[src/rtl/bilinear_image_scaler_assert.svh]
// Assertion macros shared by the scaler RTL.
// No dependencies; each macro samples on i_clk and is off during reset.
`ifndef BILINEAR_IMAGE_SCALER_ASSERT_SVH
`define BILINEAR_IMAGE_SCALER_ASSERT_SVH

// Overlapping implication.
`define BIS_ASSERT_IMPL(lbl, ante, cons) \
    lbl: assert property (@(posedge i_clk) disable iff (!i_rst_n) (ante) |-> cons) \
        else $error("bilinear scaler assertion failed");

// Implication checked in the next cycle.
`define BIS_ASSERT_NEXT(lbl, ante, cons) \
    lbl: assert property (@(posedge i_clk) disable iff (!i_rst_n) (ante) |=> (cons)) \
        else $error("bilinear scaler assertion failed");

`endif

[src/rtl/bis_pkg.sv]
// Shared constants and types of the bilinear image scaler.
// No dependencies.
package bis_pkg;
    localparam int PERCENT       = 100;
    localparam int NUM_BANKS     = 4;
    localparam int MAX_W_DEFAULT = 1024;
    localparam int MAX_H_DEFAULT = 1024;
    localparam int WB_DEFAULT    = 8;
    localparam int POS_W         = 12;
    localparam int CLR_W         = 8;
    localparam int PIX_W         = 3 * CLR_W;
    localparam int CFG_W         = 11;
    localparam int SCALE_W       = 9;
    // Width of pos * PERCENT for the widest position.
    localparam int NUM_W         = 19;

    localparam logic [CFG_W-1:0]   RST_SRC_W = 11'd1024;
    localparam logic [CFG_W-1:0]   RST_SRC_H = 11'd1024;
    localparam logic [SCALE_W-1:0] RST_SCALE = 9'd100;

    typedef enum logic [1:0] {
        CFG_SRC_W = 2'd0,
        CFG_SRC_H = 2'd1,
        CFG_SCALE = 2'd2
    } t_cfg_idx;

    typedef struct packed {
        logic rd;
        logic wr;
    } t_mem_ctl;
endpackage

[src/rtl/bis_div.sv]
// Pipelined restoring divider, one quotient bit per stage, two lanes.
// Depends on bis_pkg. Carries a side tag alongside the quotients.
module bis_div
    import bis_pkg::*;
#(
    parameter int DW = NUM_W + WB_DEFAULT,
    parameter int TW = 1
) (
    input  logic               i_clk,
    input  logic               i_rst_n,
    input  logic               i_valid,
    input  logic [DW-1:0]      i_num_x,
    input  logic [DW-1:0]      i_num_y,
    input  logic [SCALE_W-1:0] i_den,
    input  logic [TW-1:0]      i_tag,
    output logic               o_valid,
    output logic [DW-1:0]      o_q_x,
    output logic [DW-1:0]      o_q_y,
    output logic [TW-1:0]      o_tag
);
    logic               r_v   [DW];
    logic [TW-1:0]      r_tag [DW];
    logic [DW-1:0]      r_qx  [DW];
    logic [DW-1:0]      r_qy  [DW];
    logic [SCALE_W-1:0] r_rx  [DW];
    logic [SCALE_W-1:0] r_ry  [DW];
    logic [DW-1:0]      n_qx  [DW];
    logic [DW-1:0]      n_qy  [DW];
    logic [SCALE_W-1:0] n_rx  [DW];
    logic [SCALE_W-1:0] n_ry  [DW];

    // Each stage shifts one dividend bit into the partial remainder.
    always_comb begin
        logic [DW-1:0]      qx;
        logic [DW-1:0]      qy;
        logic [SCALE_W-1:0] rx;
        logic [SCALE_W-1:0] ry;
        logic [SCALE_W:0]   tx;
        logic [SCALE_W:0]   ty;
        for (int k = 0; k < DW; k++) begin
            if (k == 0) begin
                qx = i_num_x;
                qy = i_num_y;
                rx = '0;
                ry = '0;
            end else begin
                qx = r_qx[k-1];
                qy = r_qy[k-1];
                rx = r_rx[k-1];
                ry = r_ry[k-1];
            end
            tx = {rx, qx[DW-1]};
            ty = {ry, qy[DW-1]};
            if (tx >= {1'b0, i_den}) begin
                tx = tx - {1'b0, i_den};
                n_qx[k] = {qx[DW-2:0], 1'b1};
            end else begin
                n_qx[k] = {qx[DW-2:0], 1'b0};
            end
            if (ty >= {1'b0, i_den}) begin
                ty = ty - {1'b0, i_den};
                n_qy[k] = {qy[DW-2:0], 1'b1};
            end else begin
                n_qy[k] = {qy[DW-2:0], 1'b0};
            end
            n_rx[k] = tx[SCALE_W-1:0];
            n_ry[k] = ty[SCALE_W-1:0];
        end
    end

    always_ff @(posedge i_clk) begin
        for (int k = 0; k < DW; k++) begin
            r_qx[k]  <= n_qx[k];
            r_qy[k]  <= n_qy[k];
            r_rx[k]  <= n_rx[k];
            r_ry[k]  <= n_ry[k];
            r_tag[k] <= (k == 0) ? i_tag : r_tag[k-1];
        end
        if (!i_rst_n) begin
            for (int k = 0; k < DW; k++) begin
                r_v[k] <= 1'b0;
            end
        end else begin
            for (int k = 0; k < DW; k++) begin
                r_v[k] <= (k == 0) ? i_valid : r_v[k-1];
            end
        end
    end

    assign o_valid = r_v[DW-1];
    assign o_q_x   = r_qx[DW-1];
    assign o_q_y   = r_qy[DW-1];
    assign o_tag   = r_tag[DW-1];
endmodule

[config.mk]
export PLATFORM = sky130hd
export DESIGN_NAME = bis_div
export DESIGN_NICKNAME = d
export VERILOG_FILES = /design/src/rtl/bilinear_image_scaler_assert.svh /design/src/rtl/bis_pkg.sv /design/src/rtl/bis_div.sv
export SDC_FILE = /design/constraint.sdc
export NUM_CORES = 2
export LEC_CHECK = 0
export BUFFER_PORTS_ARGS = -buffer_cell sky130_fd_sc_hd__buf_2
export CAP_MARGIN = 10
export CELL_PAD_IN_SITES_DETAIL_PLACEMENT = 0
export CELL_PAD_IN_SITES_GLOBAL_PLACEMENT = 2
export CORE_AREA = 2 2 367 369
export CTS_BUF_LIST = sky130_fd_sc_hd__clkbuf_4 sky130_fd_sc_hd__clkbuf_8
export CTS_CLUSTER_SIZE = 28
export DETAILED_ROUTE_END_ITERATION = 10
export DIE_AREA = 0 0 369 371
export PLACE_DENSITY = 0.81
export SLEW_MARGIN = 20
export SYNTH_ARGS = -nofsm -noshare
export SYNTH_HDL_FRONTEND = slang
export SYNTH_SLANG_ARGS = --single-unit
[constraint.sdc]
create_clock -name i_clk -period 13.9 [get_ports i_clk]
set_input_delay 0 -clock i_clk [delete_from_list [all_inputs] [get_ports i_clk]]
set_output_delay 0 -clock i_clk [all_outputs]
set_load 0.02 [all_outputs]
* Word-level counts from Yosys, hierarchy flattened
Memory sizes are Yosys's and may differ from the RTL's.
Index checks and enable logic that the tools add are counted.
** Operators by class
- $add $sub $neg :: 54
- $lt $le $gt $ge :: 54
- Multiplexer cells :: 137
- Bitwise logic cells :: 27
** Operator list (number)
- $ge A10 B9 Y1 :: 52
- $mux W9 :: 54
- $sub A9 B9 Y9 :: 52
- $mux W1 :: 83
- $or A1 B1 Y1 :: 27
- $ge A1 B9 Y1 :: 2
- $sub A1 B9 Y9 :: 2
** Storage, ports and cells
- Memories kept :: 6
- Logic and storage cells :: 278
- Output and inout bits :: 56
- Flip-flop bits (word level) :: 0
- Input bits :: 67
- Bits in writable memories :: 1998
** Memories
- r_qx :: words 27, bits a word 27, rd ports 27, clocked after Yosys merged registers in 0, wr ports 27, line bis_div.sv:23 : logic [DW-1:0] r_qx [DW];
- r_qy :: words 27, bits a word 27, rd ports 27, clocked after Yosys merged registers in 0, wr ports 27, line bis_div.sv:24 : logic [DW-1:0] r_qy [DW];
- r_rx :: words 27, bits a word 9, rd ports 26, clocked after Yosys merged registers in 0, wr ports 27, line bis_div.sv:25 : logic [SCALE_W-1:0] r_rx [DW];
- r_ry :: words 27, bits a word 9, rd ports 26, clocked after Yosys merged registers in 0, wr ports 27, line bis_div.sv:26 : logic [SCALE_W-1:0] r_ry [DW];
- r_tag :: words 27, bits a word 1, rd ports 27, clocked after Yosys merged registers in 0, wr ports 27, line bis_div.sv:22 : logic [TW-1:0] r_tag [DW];
- r_v :: words 27, bits a word 1, rd ports 27, clocked after Yosys merged registers in 0, wr ports 27, line bis_div.sv:21 : logic r_v [DW];

* Depth between registers and ports, before layout
- Depth after elaboration :: 2
- Depth in mapped cells :: 11
- Mapped depth without buffers :: 10

* Worst setup path before layout
No wires, ideal clock.
- Kind :: input to register
- Start :: input port i_den[1]
- End :: memory r_rx[5][1], in the netlist r_rx[0][46]
- Setup slack :: 9.054 ns
- Path buffers :: 0
- Library setup time :: 0.121 ns
- Stages :: 7
- Data required time :: 13.779 ns
- Arrival time :: 4.725 ns
- Path through :: inv_1 > fa_1 > a21o_1 > a21oi_1 > a311o_1 > a22oi_4 > mux2_2
** RTL lines
- from (decl) :: line bis_div.sv:14 : input logic [SCALE_W-1:0] i_den,
- to (decl) :: line bis_div.sv:25

==> out/results.ini <==
[synth]
synthesis.instances = 5029
ys_warn_count = 0
synth_cell_type_count = 65
async_flop_share = 0
syn_area_um2 = 64700
synth_ff_type = dfxtp_1
synth_edf_count = 0
synth-seq-cells = 1980
ys_seq_area_frac = 0.613
synth_nets = 5618
syn_avg_cell_area_um2 = 12.9

[status]
status = complete, no violations

[timing]
fmaxAchievable_ghz = 0.248
finalSetupViolCount = 0
slew_headroom = 0.384
fin_crit_ps = 4040
rsz0062_at_grt = false
finalMaxSlewViolations = 0
hold_viol = 0
tns_ps = 0
fin_worst_skew_ps = 55.6
worstMarginPinSlew_ps = 923
finalCritPeriodShare = 0.290
setup_slack_ps = 9860

[pwr]
total_power_w = 0.0184
powerDensity_nw_per_um2 = 244
peakVddDrop_v = 0.000123
p_leak_nw = 32.3

[critical_path]
path_max_fanout = 7
cpMostUsedCell = dlygate4sd3_1
worst_path_max_delay_cell = dlygate4sd3_1
crit_path_start_kind = input port
cp_data_required_time_ps = 14760
max_stage_delay_ps = 610
critPathCaptureType = register
critPathArrivalTime_ps = 4900
cp_top_family = buffers and inverters
critPathKind = input port to register
path_cells = dlygate4sd3_1, buf_2, dlygate4sd3_1, nor4_1, dlygate4sd3_1, dlygate4sd3_1, and2_1, dlygate4sd3_1, o21ai_1, nand2_1, dlygate4sd3_1, o21ai_0, dlygate4sd3_1
path_buf_inv = 8

[layout]
layout-drive-gt1-share = 0.192
mostFrequentLayoutCell = dfxtp_1
area_growth_pct = 16.4
final_cell_mix = dfxtp_1 (1,980), ha_1 (472), clkbuf_8 (402)
nets = 6157

[global_routing]
antenna_found_initial = 1
grt_pass1_wl_um = 184000
track_usage = 0.166
grt_start_max_net_pins = 41
grt_overflow = 0
grt_pass1_vias = 37200

[placed_design]
dp_hpwl_um = 72800
gp_congestion = 0.816
io_buffers = 122
pre_cts_ws_ps = 10160

[drt]
ant_nets = 0
wirelength_um = 113000
wl_per_cell_um = 14.9
num_vias = 36700
drt_pass1_iterations = 5
viasPerCell = 4.86
drcViolationCount = 0
drt_iter0_drc = 1476

[floorplan]
die_x_um = 369
ios = 123
die_y_um = 371
core_um2 = 133000
start_util = 0.487
die_area_um2 = 137000
rows = 134

[clock_tree]
clock-sinks = 1980
hold_buffers = 139
path_clk_slew_ps = 60
cts_setup_buffers = 0
cts_made_buffers = 323
clk_path_buf_depth = 4
clkLatencyLatePin_ps = 980
tritoncts = built
ctsResizeCount = 0
cts_max_level = 5
cts_root_buf = clkbuf_8

[worst_hold_path]
hp-class = input port to register

[run]
drv_cap = 0

==> power by group <==
group	switching (W)	internal, W
sequential	0.000594	0.00714
clock	0.00209	0.00298
combinational	0.00279	0.00276
total	0.00547	0.0129
==> area by class of cell <==
class / count / area, um^2
flip-flops and latches: 1980 / 39600
repair buffers: 276 / 2110
multi-input cells: 2770 / 23800
clock inverters: 61 / 538
well taps: 1768 / 2210
clock buffers: 489 / 6190
diodes: 2 / 5.00
fillers: 11000 / 57500
inverters: 217 / 822
==> cells by family after synthesis <==
kind of cell / count (synthesis) / share of synthesized area
multiplexers: 416 / 0.0709
XOR/XNOR: 278 / 0.0377
AND/OR/NAND/NOR: 606 / 0.0482
buffers and inverters: 279 / 0.0196
flip-flops: 1980 / 0.613
AO/OA/AOI/OAI: 948 / 0.104
adder cells (fa/ha/maj): 522 / 0.107
==> cell usage after synthesis (84+ instances only) <==
cell type / count / area share
dfxtp_1: 1980 / 0.61
ha_1: 472 / 0.091
mux2_2: 330 / 0.057
a21oi_1: 304 / 0.024
xnor2_1: 228 / 0.031
inv_1: 216 / 0.013
nor2_1: 175 / 0.010
o21ai_0: 148 / 0.011
nand2b_1: 119 / 0.012
a21o_1: 106 / 0.012
nand4_1: 89 / 0.0086
mux2i_1: 84 / 0.013
==> registers in the layout, summed over array words and instances, names as in the netlist <==
signal,count
r_qx,729
r_qy,729
r_rx,234
r_ry,234
r_tag,27
r_v,27
==> worst register-to-register path, cell delays in order, from the launching register on <==
cell	delay (ps)
dfxtp_1	310
inv_1	150
ha_1	210
inv_1	60
fa_1	420
a21o_1	220
a31o_2	250
a21oi_1	340
o31ai_4	180
mux2_2	320
==> per-layer routing <==
metal | share of wire | GRT usage | vias up
met4 | 0.023 | 0.0597 | 0
li1 | - | - | 18900
met2 | 0.48 | 0.281 | 605
met5 | 0 | 0 | -
met1 | 0.46 | 0.206 | 17000
met3 | 0.041 | 0.0409 | 223
==> final timing paths <==
path	start	endpoint	slack, ps	cells after the start
max	i_den[6]	r_rx[0][0]$_DFF_P_	9860	13
max reg2reg	r_qy[0][107]$_DFF_P_	r_ry[0][43]$_DFF_P_	11280	9
min reg2reg	r_qy[0][274]$_DFF_P_	r_qy[0][302]$_DFF_P_	270	0
min	i_num_y[12]	r_qy[0][13]$_DFF_P_	170	3
==> stage by stage <==
stage                     instances  instance area, um^2   util  hold slack [ps]
after floorplan                5029                64700      -             27.7
after global placement         6871                67100  0.506              102
after detailed placement       6871                67100  0.506              104
after CTS                      7560                75300  0.567             30.1
after global routing           7562                75300  0.567             80.5
final                          7563                75300  0.567              173
(Power assumes the default switching activity.)
