**src/rtl/bilinear_image_scaler_assert.svh**
```systemverilog
// Assertion macros shared by the scaler RTL.
// No dependencies; each macro samples on i_clk and is off during reset.
`ifndef BILINEAR_IMAGE_SCALER_ASSERT_SVH
`define BILINEAR_IMAGE_SCALER_ASSERT_SVH

// Overlapping implication.
`define BIS_ASSERT_IMPL(lbl, ante, cons) \
    lbl: assert property (@(posedge i_clk) disable iff (!i_rst_n) (ante) |-> cons) \
        else $error("bilinear scaler assertion failed");

// Implication checked in the next cycle.
`define BIS_ASSERT_NEXT(lbl, ante, cons) \
    lbl: assert property (@(posedge i_clk) disable iff (!i_rst_n) (ante) |=> (cons)) \
        else $error("bilinear scaler assertion failed");

`endif

```
**src/rtl/bis_pkg.sv**
```systemverilog
// Shared constants and types of the bilinear image scaler.
// No dependencies.
package bis_pkg;
    localparam int PERCENT       = 100;
    localparam int NUM_BANKS     = 4;
    localparam int MAX_W_DEFAULT = 1024;
    localparam int MAX_H_DEFAULT = 1024;
    localparam int WB_DEFAULT    = 8;
    localparam int POS_W         = 12;
    localparam int CLR_W         = 8;
    localparam int PIX_W         = 3 * CLR_W;
    localparam int CFG_W         = 11;
    localparam int SCALE_W       = 9;
    // Width of pos * PERCENT for the widest position.
    localparam int NUM_W         = 19;

    localparam logic [CFG_W-1:0]   RST_SRC_W = 11'd1024;
    localparam logic [CFG_W-1:0]   RST_SRC_H = 11'd1024;
    localparam logic [SCALE_W-1:0] RST_SCALE = 9'd100;

    typedef enum logic [1:0] {
        CFG_SRC_W = 2'd0,
        CFG_SRC_H = 2'd1,
        CFG_SCALE = 2'd2
    } t_cfg_idx;

    typedef struct packed {
        logic rd;
        logic wr;
    } t_mem_ctl;
endpackage

```
**src/rtl/bis_blend.sv**
```systemverilog
// Edge replication and two-stage bilinear weighting of three channels.
// Depends on bis_pkg.
module bis_blend
    import bis_pkg::*;
#(
    parameter int WEIGHT_BITS = WB_DEFAULT
) (
    input  logic                   i_clk,
    input  logic                   i_rst_n,
    input  logic                   i_valid,
    input  logic                   i_ok,
    input  logic                   i_status,
    input  logic                   i_rx,
    input  logic                   i_ry,
    input  logic [WEIGHT_BITS-1:0] i_fx,
    input  logic [WEIGHT_BITS-1:0] i_fy,
    input  logic [PIX_W-1:0]       i_p00,
    input  logic [PIX_W-1:0]       i_p10,
    input  logic [PIX_W-1:0]       i_p01,
    input  logic [PIX_W-1:0]       i_p11,
    output logic                   o_strobe,
    output logic [CLR_W-1:0]       o_blue,
    output logic [CLR_W-1:0]       o_green,
    output logic [CLR_W-1:0]       o_red,
    output logic                   o_status
);
    localparam int WB = WEIGHT_BITS;
    localparam int HW = CLR_W + WB;
    localparam int SW = CLR_W + 2 * WB + 1;
    localparam logic [WB:0] ONE = (WB + 1)'(1) << WB;

    logic [PIX_W-1:0] w_p0, w_p1, w_p2, w_p3;
    logic [WB:0]      w_gx;
    logic [HW-1:0]    n_top [3];
    logic [HW-1:0]    n_bot [3];
    logic [HW-1:0]    r_top [3];
    logic [HW-1:0]    r_bot [3];
    logic [WB-1:0]    r_fy;
    logic             r_v, r_ok, r_st;
    logic [CLR_W-1:0] n_c [3];

    assign w_p0 = i_p00;
    assign w_p1 = i_rx ? i_p10 : w_p0;
    assign w_p3 = i_ry ? i_p01 : w_p0;
    assign w_p2 = (i_rx && i_ry) ? i_p11 : (!i_rx ? w_p3 : w_p1);
    assign w_gx = ONE - (WB + 1)'(i_fx);

    always_comb begin
        for (int c = 0; c < 3; c++) begin
            n_top[c] = HW'(w_p0[c*CLR_W +: CLR_W] * w_gx)
                     + HW'(w_p1[c*CLR_W +: CLR_W] * i_fx);
            n_bot[c] = HW'(w_p3[c*CLR_W +: CLR_W] * w_gx)
                     + HW'(w_p2[c*CLR_W +: CLR_W] * i_fx);
        end
    end

    always_comb begin
        logic [WB:0]   gy;
        logic [SW-1:0] sum;
        gy = ONE - (WB + 1)'(r_fy);
        for (int c = 0; c < 3; c++) begin
            sum = SW'(r_top[c] * gy) + SW'(r_bot[c] * r_fy);
            n_c[c] = r_ok ? sum[2*WB +: CLR_W] : '0;
        end
    end

    always_ff @(posedge i_clk) begin
        for (int c = 0; c < 3; c++) begin
            r_top[c] <= n_top[c];
            r_bot[c] <= n_bot[c];
        end
        r_fy     <= i_fy;
        r_ok     <= i_ok;
        r_st     <= i_status;
        o_blue   <= n_c[0];
        o_green  <= n_c[1];
        o_red    <= n_c[2];
        o_status <= r_st;
        if (!i_rst_n) begin
            r_v      <= 1'b0;
            o_strobe <= 1'b0;
        end else begin
            r_v      <= i_valid;
            o_strobe <= r_v;
        end
    end
endmodule

```
**config.mk**
```make
export PLATFORM = sky130hd
export DESIGN_NAME = bis_blend
export DESIGN_NICKNAME = d
export VERILOG_FILES = /design/src/rtl/bilinear_image_scaler_assert.svh /design/src/rtl/bis_pkg.sv /design/src/rtl/bis_blend.sv
export SDC_FILE = /design/constraint.sdc
export NUM_CORES = 2
export LEC_CHECK = 0
export BUFFER_PORTS_ARGS = -buffer_cell sky130_fd_sc_hd__buf_2
export CORE_MARGIN = 2
export CORE_UTILIZATION = 60
export CTS_CLUSTER_SIZE = 24
export DETAILED_ROUTE_END_ITERATION = 6
export PLACE_DENSITY = 0.82
export SYNTH_ARGS = -nofsm -noshare
export SYNTH_HDL_FRONTEND = slang
export SYNTH_SLANG_ARGS = --single-unit
```
**constraint.sdc**
```tcl
create_clock -name i_clk -period 15.6 [get_ports i_clk]
set_input_delay 1.56 -clock i_clk [delete_from_list [all_inputs] [get_ports i_clk]]
set_output_delay 1.56 -clock i_clk [all_outputs]
set_load 0.005 [all_outputs]
```
== After elaboration in Yosys (flattened, before gate mapping) ==
Memory sizes are Yosys's and may differ from the RTL's.
Cells that the tools add are included.

* Multiply operators: 18
* $add $sub $neg: 11
* Multiplexer cells: 4
* Reduce and logical (&&, ||, !) cells: 1

{| class="wikitable"
|+ Operators with widths
! kind !! number
|-
| $add 16x16->16 || 6
|-
| $mul 8x8->16 || 6
|-
| $mul 8x9->16 || 6
|-
| $mux 24 || 4
|-
| $add 24x24->24 || 3
|-
| $mul 16x8->24 || 3
|-
| $mul 16x9->24 || 3
|-
| $sub 9x8->9 const A || 2
|-
| $logic_and 1x1->1 || 1
|}

* Word-level logic and storage cells: 45
* Memories kept: 2
* Output and inout port bits: 26
* Bits in registers: 37
* RAM bits: 96

{| class="wikitable"
|+ Memories
! name !! depth !! bits a word !! read ports !! clocked after memory_dff !! wr ports !! line !! source
|-
| r_bot || 3 || 16 || 3 || 0 || 3 || bis_blend.sv:37 || <nowiki>logic [HW-1:0] r_bot [3];</nowiki>
|-
| r_top || 3 || 16 || 3 || 0 || 3 || bis_blend.sv:36 || <nowiki>logic [HW-1:0] r_top [3];</nowiki>
|}

== Depth between registers and ports, before layout ==
* Depth after elaboration: 5
* Depth in mapped cells: 27

== Worst setup path after synthesis ==
No wires, ideal clock.

* Path type: input port to flip-flop
* From: input i_fx[0]
* To: memory r_bot[0][46] in the netlist's numbering
* Slack: 8.029 ns
* Cell stages on the path: 27
* Arrival: 7.499 ns
* Path through: clkinv_1 -> clkbuf_1 -> ha_1 -> nand2_1 -> xor2_1 -> clkbuf_1 -> clkbuf_1 -> nand2_1 -> fa_1 -> inv_1 -> ha_1 -> inv_1 -> fa_1 -> inv_1 -> fa_1 -> inv_1 -> fa_1 -> inv_1 -> fa_1 -> ha_1 -> a21oi_1 -> o21bai_1 -> a21o_1 -> a21oi_1 -> o21ai_0 -> o221ai_1 -> xnor2_1

{| class="wikitable"
|+ RTL lines
! element !! line !! source
|-
| from (decl) || bis_blend.sv:15 || <nowiki>input logic [WEIGHT_BITS-1:0] i_fx,</nowiki>
|-
| to (decl) || bis_blend.sv:37 ||
|}

==> flow_metrics.env <==
export IMPL_ctsHoldBuffers=0
export IMPL_run_status="finished, violations left"
export IMPL_synth_top_area_cell="fa_1"
export IMPL_fin_crit_ns=9.64
export IMPL_critical_path_arrival_ns=10.08
export IMPL_critPathLaunchType="primary input"
export IMPL_cp_max_fo=83
export IMPL_rsz0062_at_grt="no"
export IMPL_ys_seq_area_frac=0.0474
export IMPL_h_tree_depth=4
export IMPL_setup_viol_count_final=0
export IMPL_drv_slew=0
export IMPL_io_buffers=144
export IMPL_failed_checks="DRC"
export IMPL_tightest_slew_ns=1.12
export IMPL_synthArstFlopShare=0
export IMPL_drc=1
export IMPL_synth_commonest_cells="inv_1, fa_1, nand2_1, and2_1, ha_1"
export IMPL_yosysMostFrequentCell="inv_1"
export IMPL_rr_worst_depth=25
export IMPL_gr_total_overflow=0
export IMPL_routed_wl_mm=133
export IMPL_layout_nets=8233
export IMPL_syn_nets=8287
export IMPL_hp_start="r_st"
export IMPL_cts_sinks=133
export IMPL_vias=40700
export IMPL_post_drt_wl_per_cell_um=17.7
export IMPL_synth_edf_count=0
export IMPL_tns_ns=0
export IMPL_fmax_mhz=104
export IMPL_cts_resized_gates=0
export IMPL_cts_buffers_inserted=17
export IMPL_cap_violations=0
export IMPL_antenna_found_initial=3
export IMPL_synth_lib_cells_used_distinct=67
export IMPL_cp_startpoint="i_fx[0]"
export IMPL_drt_pass1_iterations=7
export IMPL_final_hold_viol_count=0
export IMPL_worstReg2RegStart="r_fy[1]"
export IMPL_yosysWarnings=0
export IMPL_vias_per_cell=5.42
export IMPL_yosysTopAreaCellShare=0.451
export IMPL_drt_iter0_markers=2870
export IMPL_grt_pass1_wl_mm=223
export IMPL_syn_area_um2=56100
export IMPL_nFillCells=7507
export IMPL_die_w_um=310
export IMPL_synth_seq_cells=133
export IMPL_grt_max_degree=84
export IMPL_synth_area_leaders="fa_1, ha_1, inv_1"
export IMPL_required_ns=16.03
export IMPL_core_um2=93000
export IMPL_die_area_um2=96000
export IMPL_hpwl_mm=106
export IMPL_cts_setup_buffers=0
export IMPL_die_h_um=310
export IMPL_synth_avg_cell_area_um2=8.91
export IMPL_grt_pass1_vias=44300
export IMPL_synthFlopType="dfxtp_1"
export IMPL_endpoint_kind="flop"
export IMPL_cts_clk_slew_worst_paths_ns=0.07
export IMPL_grt_use_total=0.294
export IMPL_cts_root_buf="clkbuf_16"
export IMPL_cts_buffer_depth=2
export IMPL_endpoint="r_bot[0][12]"
export IMPL_drive_above_1_share=0.0487
export IMPL_start_util=0.603
export IMPL_fin_crit_sh=0.618
export IMPL_gp_congestion=0.902
export IMPL_min_path_type="flop to flop"
export IMPL_rows=112
export IMPL_ios=145
export IMPL_ant_nets=0
export IMPL_worstSetupPathType="primary input to flop"
export IMPL_r2r_setup_slack_ns=7.63
export IMPL_max_slew_margin=0.234
export IMPL_r2r_end="o_green[5]"
export IMPL_synthCells=6303
export IMPL_clkLatencyLatePin_ns=0.50
export IMPL_cts_tree="built"
export IMPL_syn_to_final_growth_pct=4.10
export IMPL_clock_skew_ns=0.0172
-- per-layer routing --
metal  global-route usage  routed length [um]
met5                    0                   0
met4               0.0879                3740
met3               0.0546               12500
met2                0.485               62800
met1                0.399               53700
-- cell type report --
type	instances	area [um^2]	area share
antenna	2	5.00	0.0000856
clock inverter	13	150	0.00257
clock buffer	18	429	0.00734
multi-input combinational	4215	46200	0.791
inverter	1701	6380	0.109
sequential	133	2670	0.0457
timing repair buffer	181	1000	0.0171
tap	1254	1570	0.0269
-- worst max-delay path: stages --
cell	delay [ns]
buf_2	0.08
buf_4	0.68
clkinv_1	1.00
ha_1	0.66
nand2_1	0.22
xor2_4	0.65
buf_4	0.43
nand2_1	0.15
fa_1	0.56
inv_1	0.05
ha_1	0.28
inv_1	0.06
fa_1	0.50
inv_1	0.05
fa_1	0.53
inv_1	0.05
fa_1	0.47
inv_1	0.05
fa_1	0.44
ha_1	0.32
a21oi_1	0.21
o21bai_1	0.10
a21oi_1	0.24
o21bai_1	0.12
a41oi_1	0.25
nor2b_1	0.20
xnor2_1	0.12
-- logic make-up (layout without fill, tap and decap cells) --
logic type / after synthesis / count (layout) / share of synthesized area
multiplexers: 89 / 89 / 0.0168
adder cells (fa/ha/maj): 1865 / 1865 / 0.585
flip-flops: 133 / 133 / 0.0474
XOR/XNOR: 157 / 157 / 0.0251
AO/OA/AOI/OAI: 221 / 221 / 0.0262
buffers and inverters: 1955 / 1913 / 0.131
other: 0 / 2 / 0
AND/OR/NAND/NOR: 1883 / 1883 / 0.168
-- how the worst min path moves through the flow --
stage	endpoint	slack, ns	cells past startpoint
floorplan	o_status	0.31	0
global placement	o_status	0.31	0
detailed placement	o_status	0.32	0
CTS	o_status	0.33	0
global route	o_status	0.33	0
finish	o_status	0.33	0
-- registers in the layout, summed over array words and instances (netlist names) --
name	flops
o_blue	8
o_green	8
o_red	8
o_status	1
o_strobe	1
r_bot	48
r_fy	8
r_ok	1
r_st	1
r_top	48
r_v	1
-- cell usage in the layout, fill, tap and decap left out, types with 5 or more instances in the layout --
cell	count
a211oi_1	15
a21o_1	26
a21oi_1	78
a31oi_1	5
and2_1	764
and3_1	18
buf_2	143
buf_4	38
clkbuf_16	17
dfxtp_1	126
dfxtp_2	7
fa_1	1266
ha_1	599
inv_1	1700
mux2_2	42
mux2i_1	47
nand2_1	803
nand2b_1	15
nand3_1	28
nand4_1	8
nor2_1	136
nor2b_1	38
nor3_1	29
o21a_1	8
o21ai_0	31
o21ai_1	7
o21bai_1	13
o31ai_1	5
or2_2	9
or3_1	13
or4_1	5
xnor2_1	98
xnor2_2	10
xor2_1	44
-- through the flow --
| stage | hold WS [ns] | cell area, um^2 | cells | util | setup WS (ns) |
|---|---|---|---|---|---|
| detailed placement | 0.316 | 57900 | 7484 | 0.622 | 5.60 |
| global route | 0.333 | 58400 | 7517 | 0.628 | 5.54 |
| global placement | 0.311 | 57900 | 7484 | 0.622 | 5.94 |
| CTS | 0.332 | 58400 | 7515 | 0.628 | 6.14 |
| finish | 0.330 | 58400 | 7517 | 0.628 | 5.96 |
| floorplan | 0.310 | 56100 | 6303 | - | 8.03 |
Power is left out: the tool's default activity adds up to more than one toggle a clock period on the data nets, which glitch-free logic cannot reach.
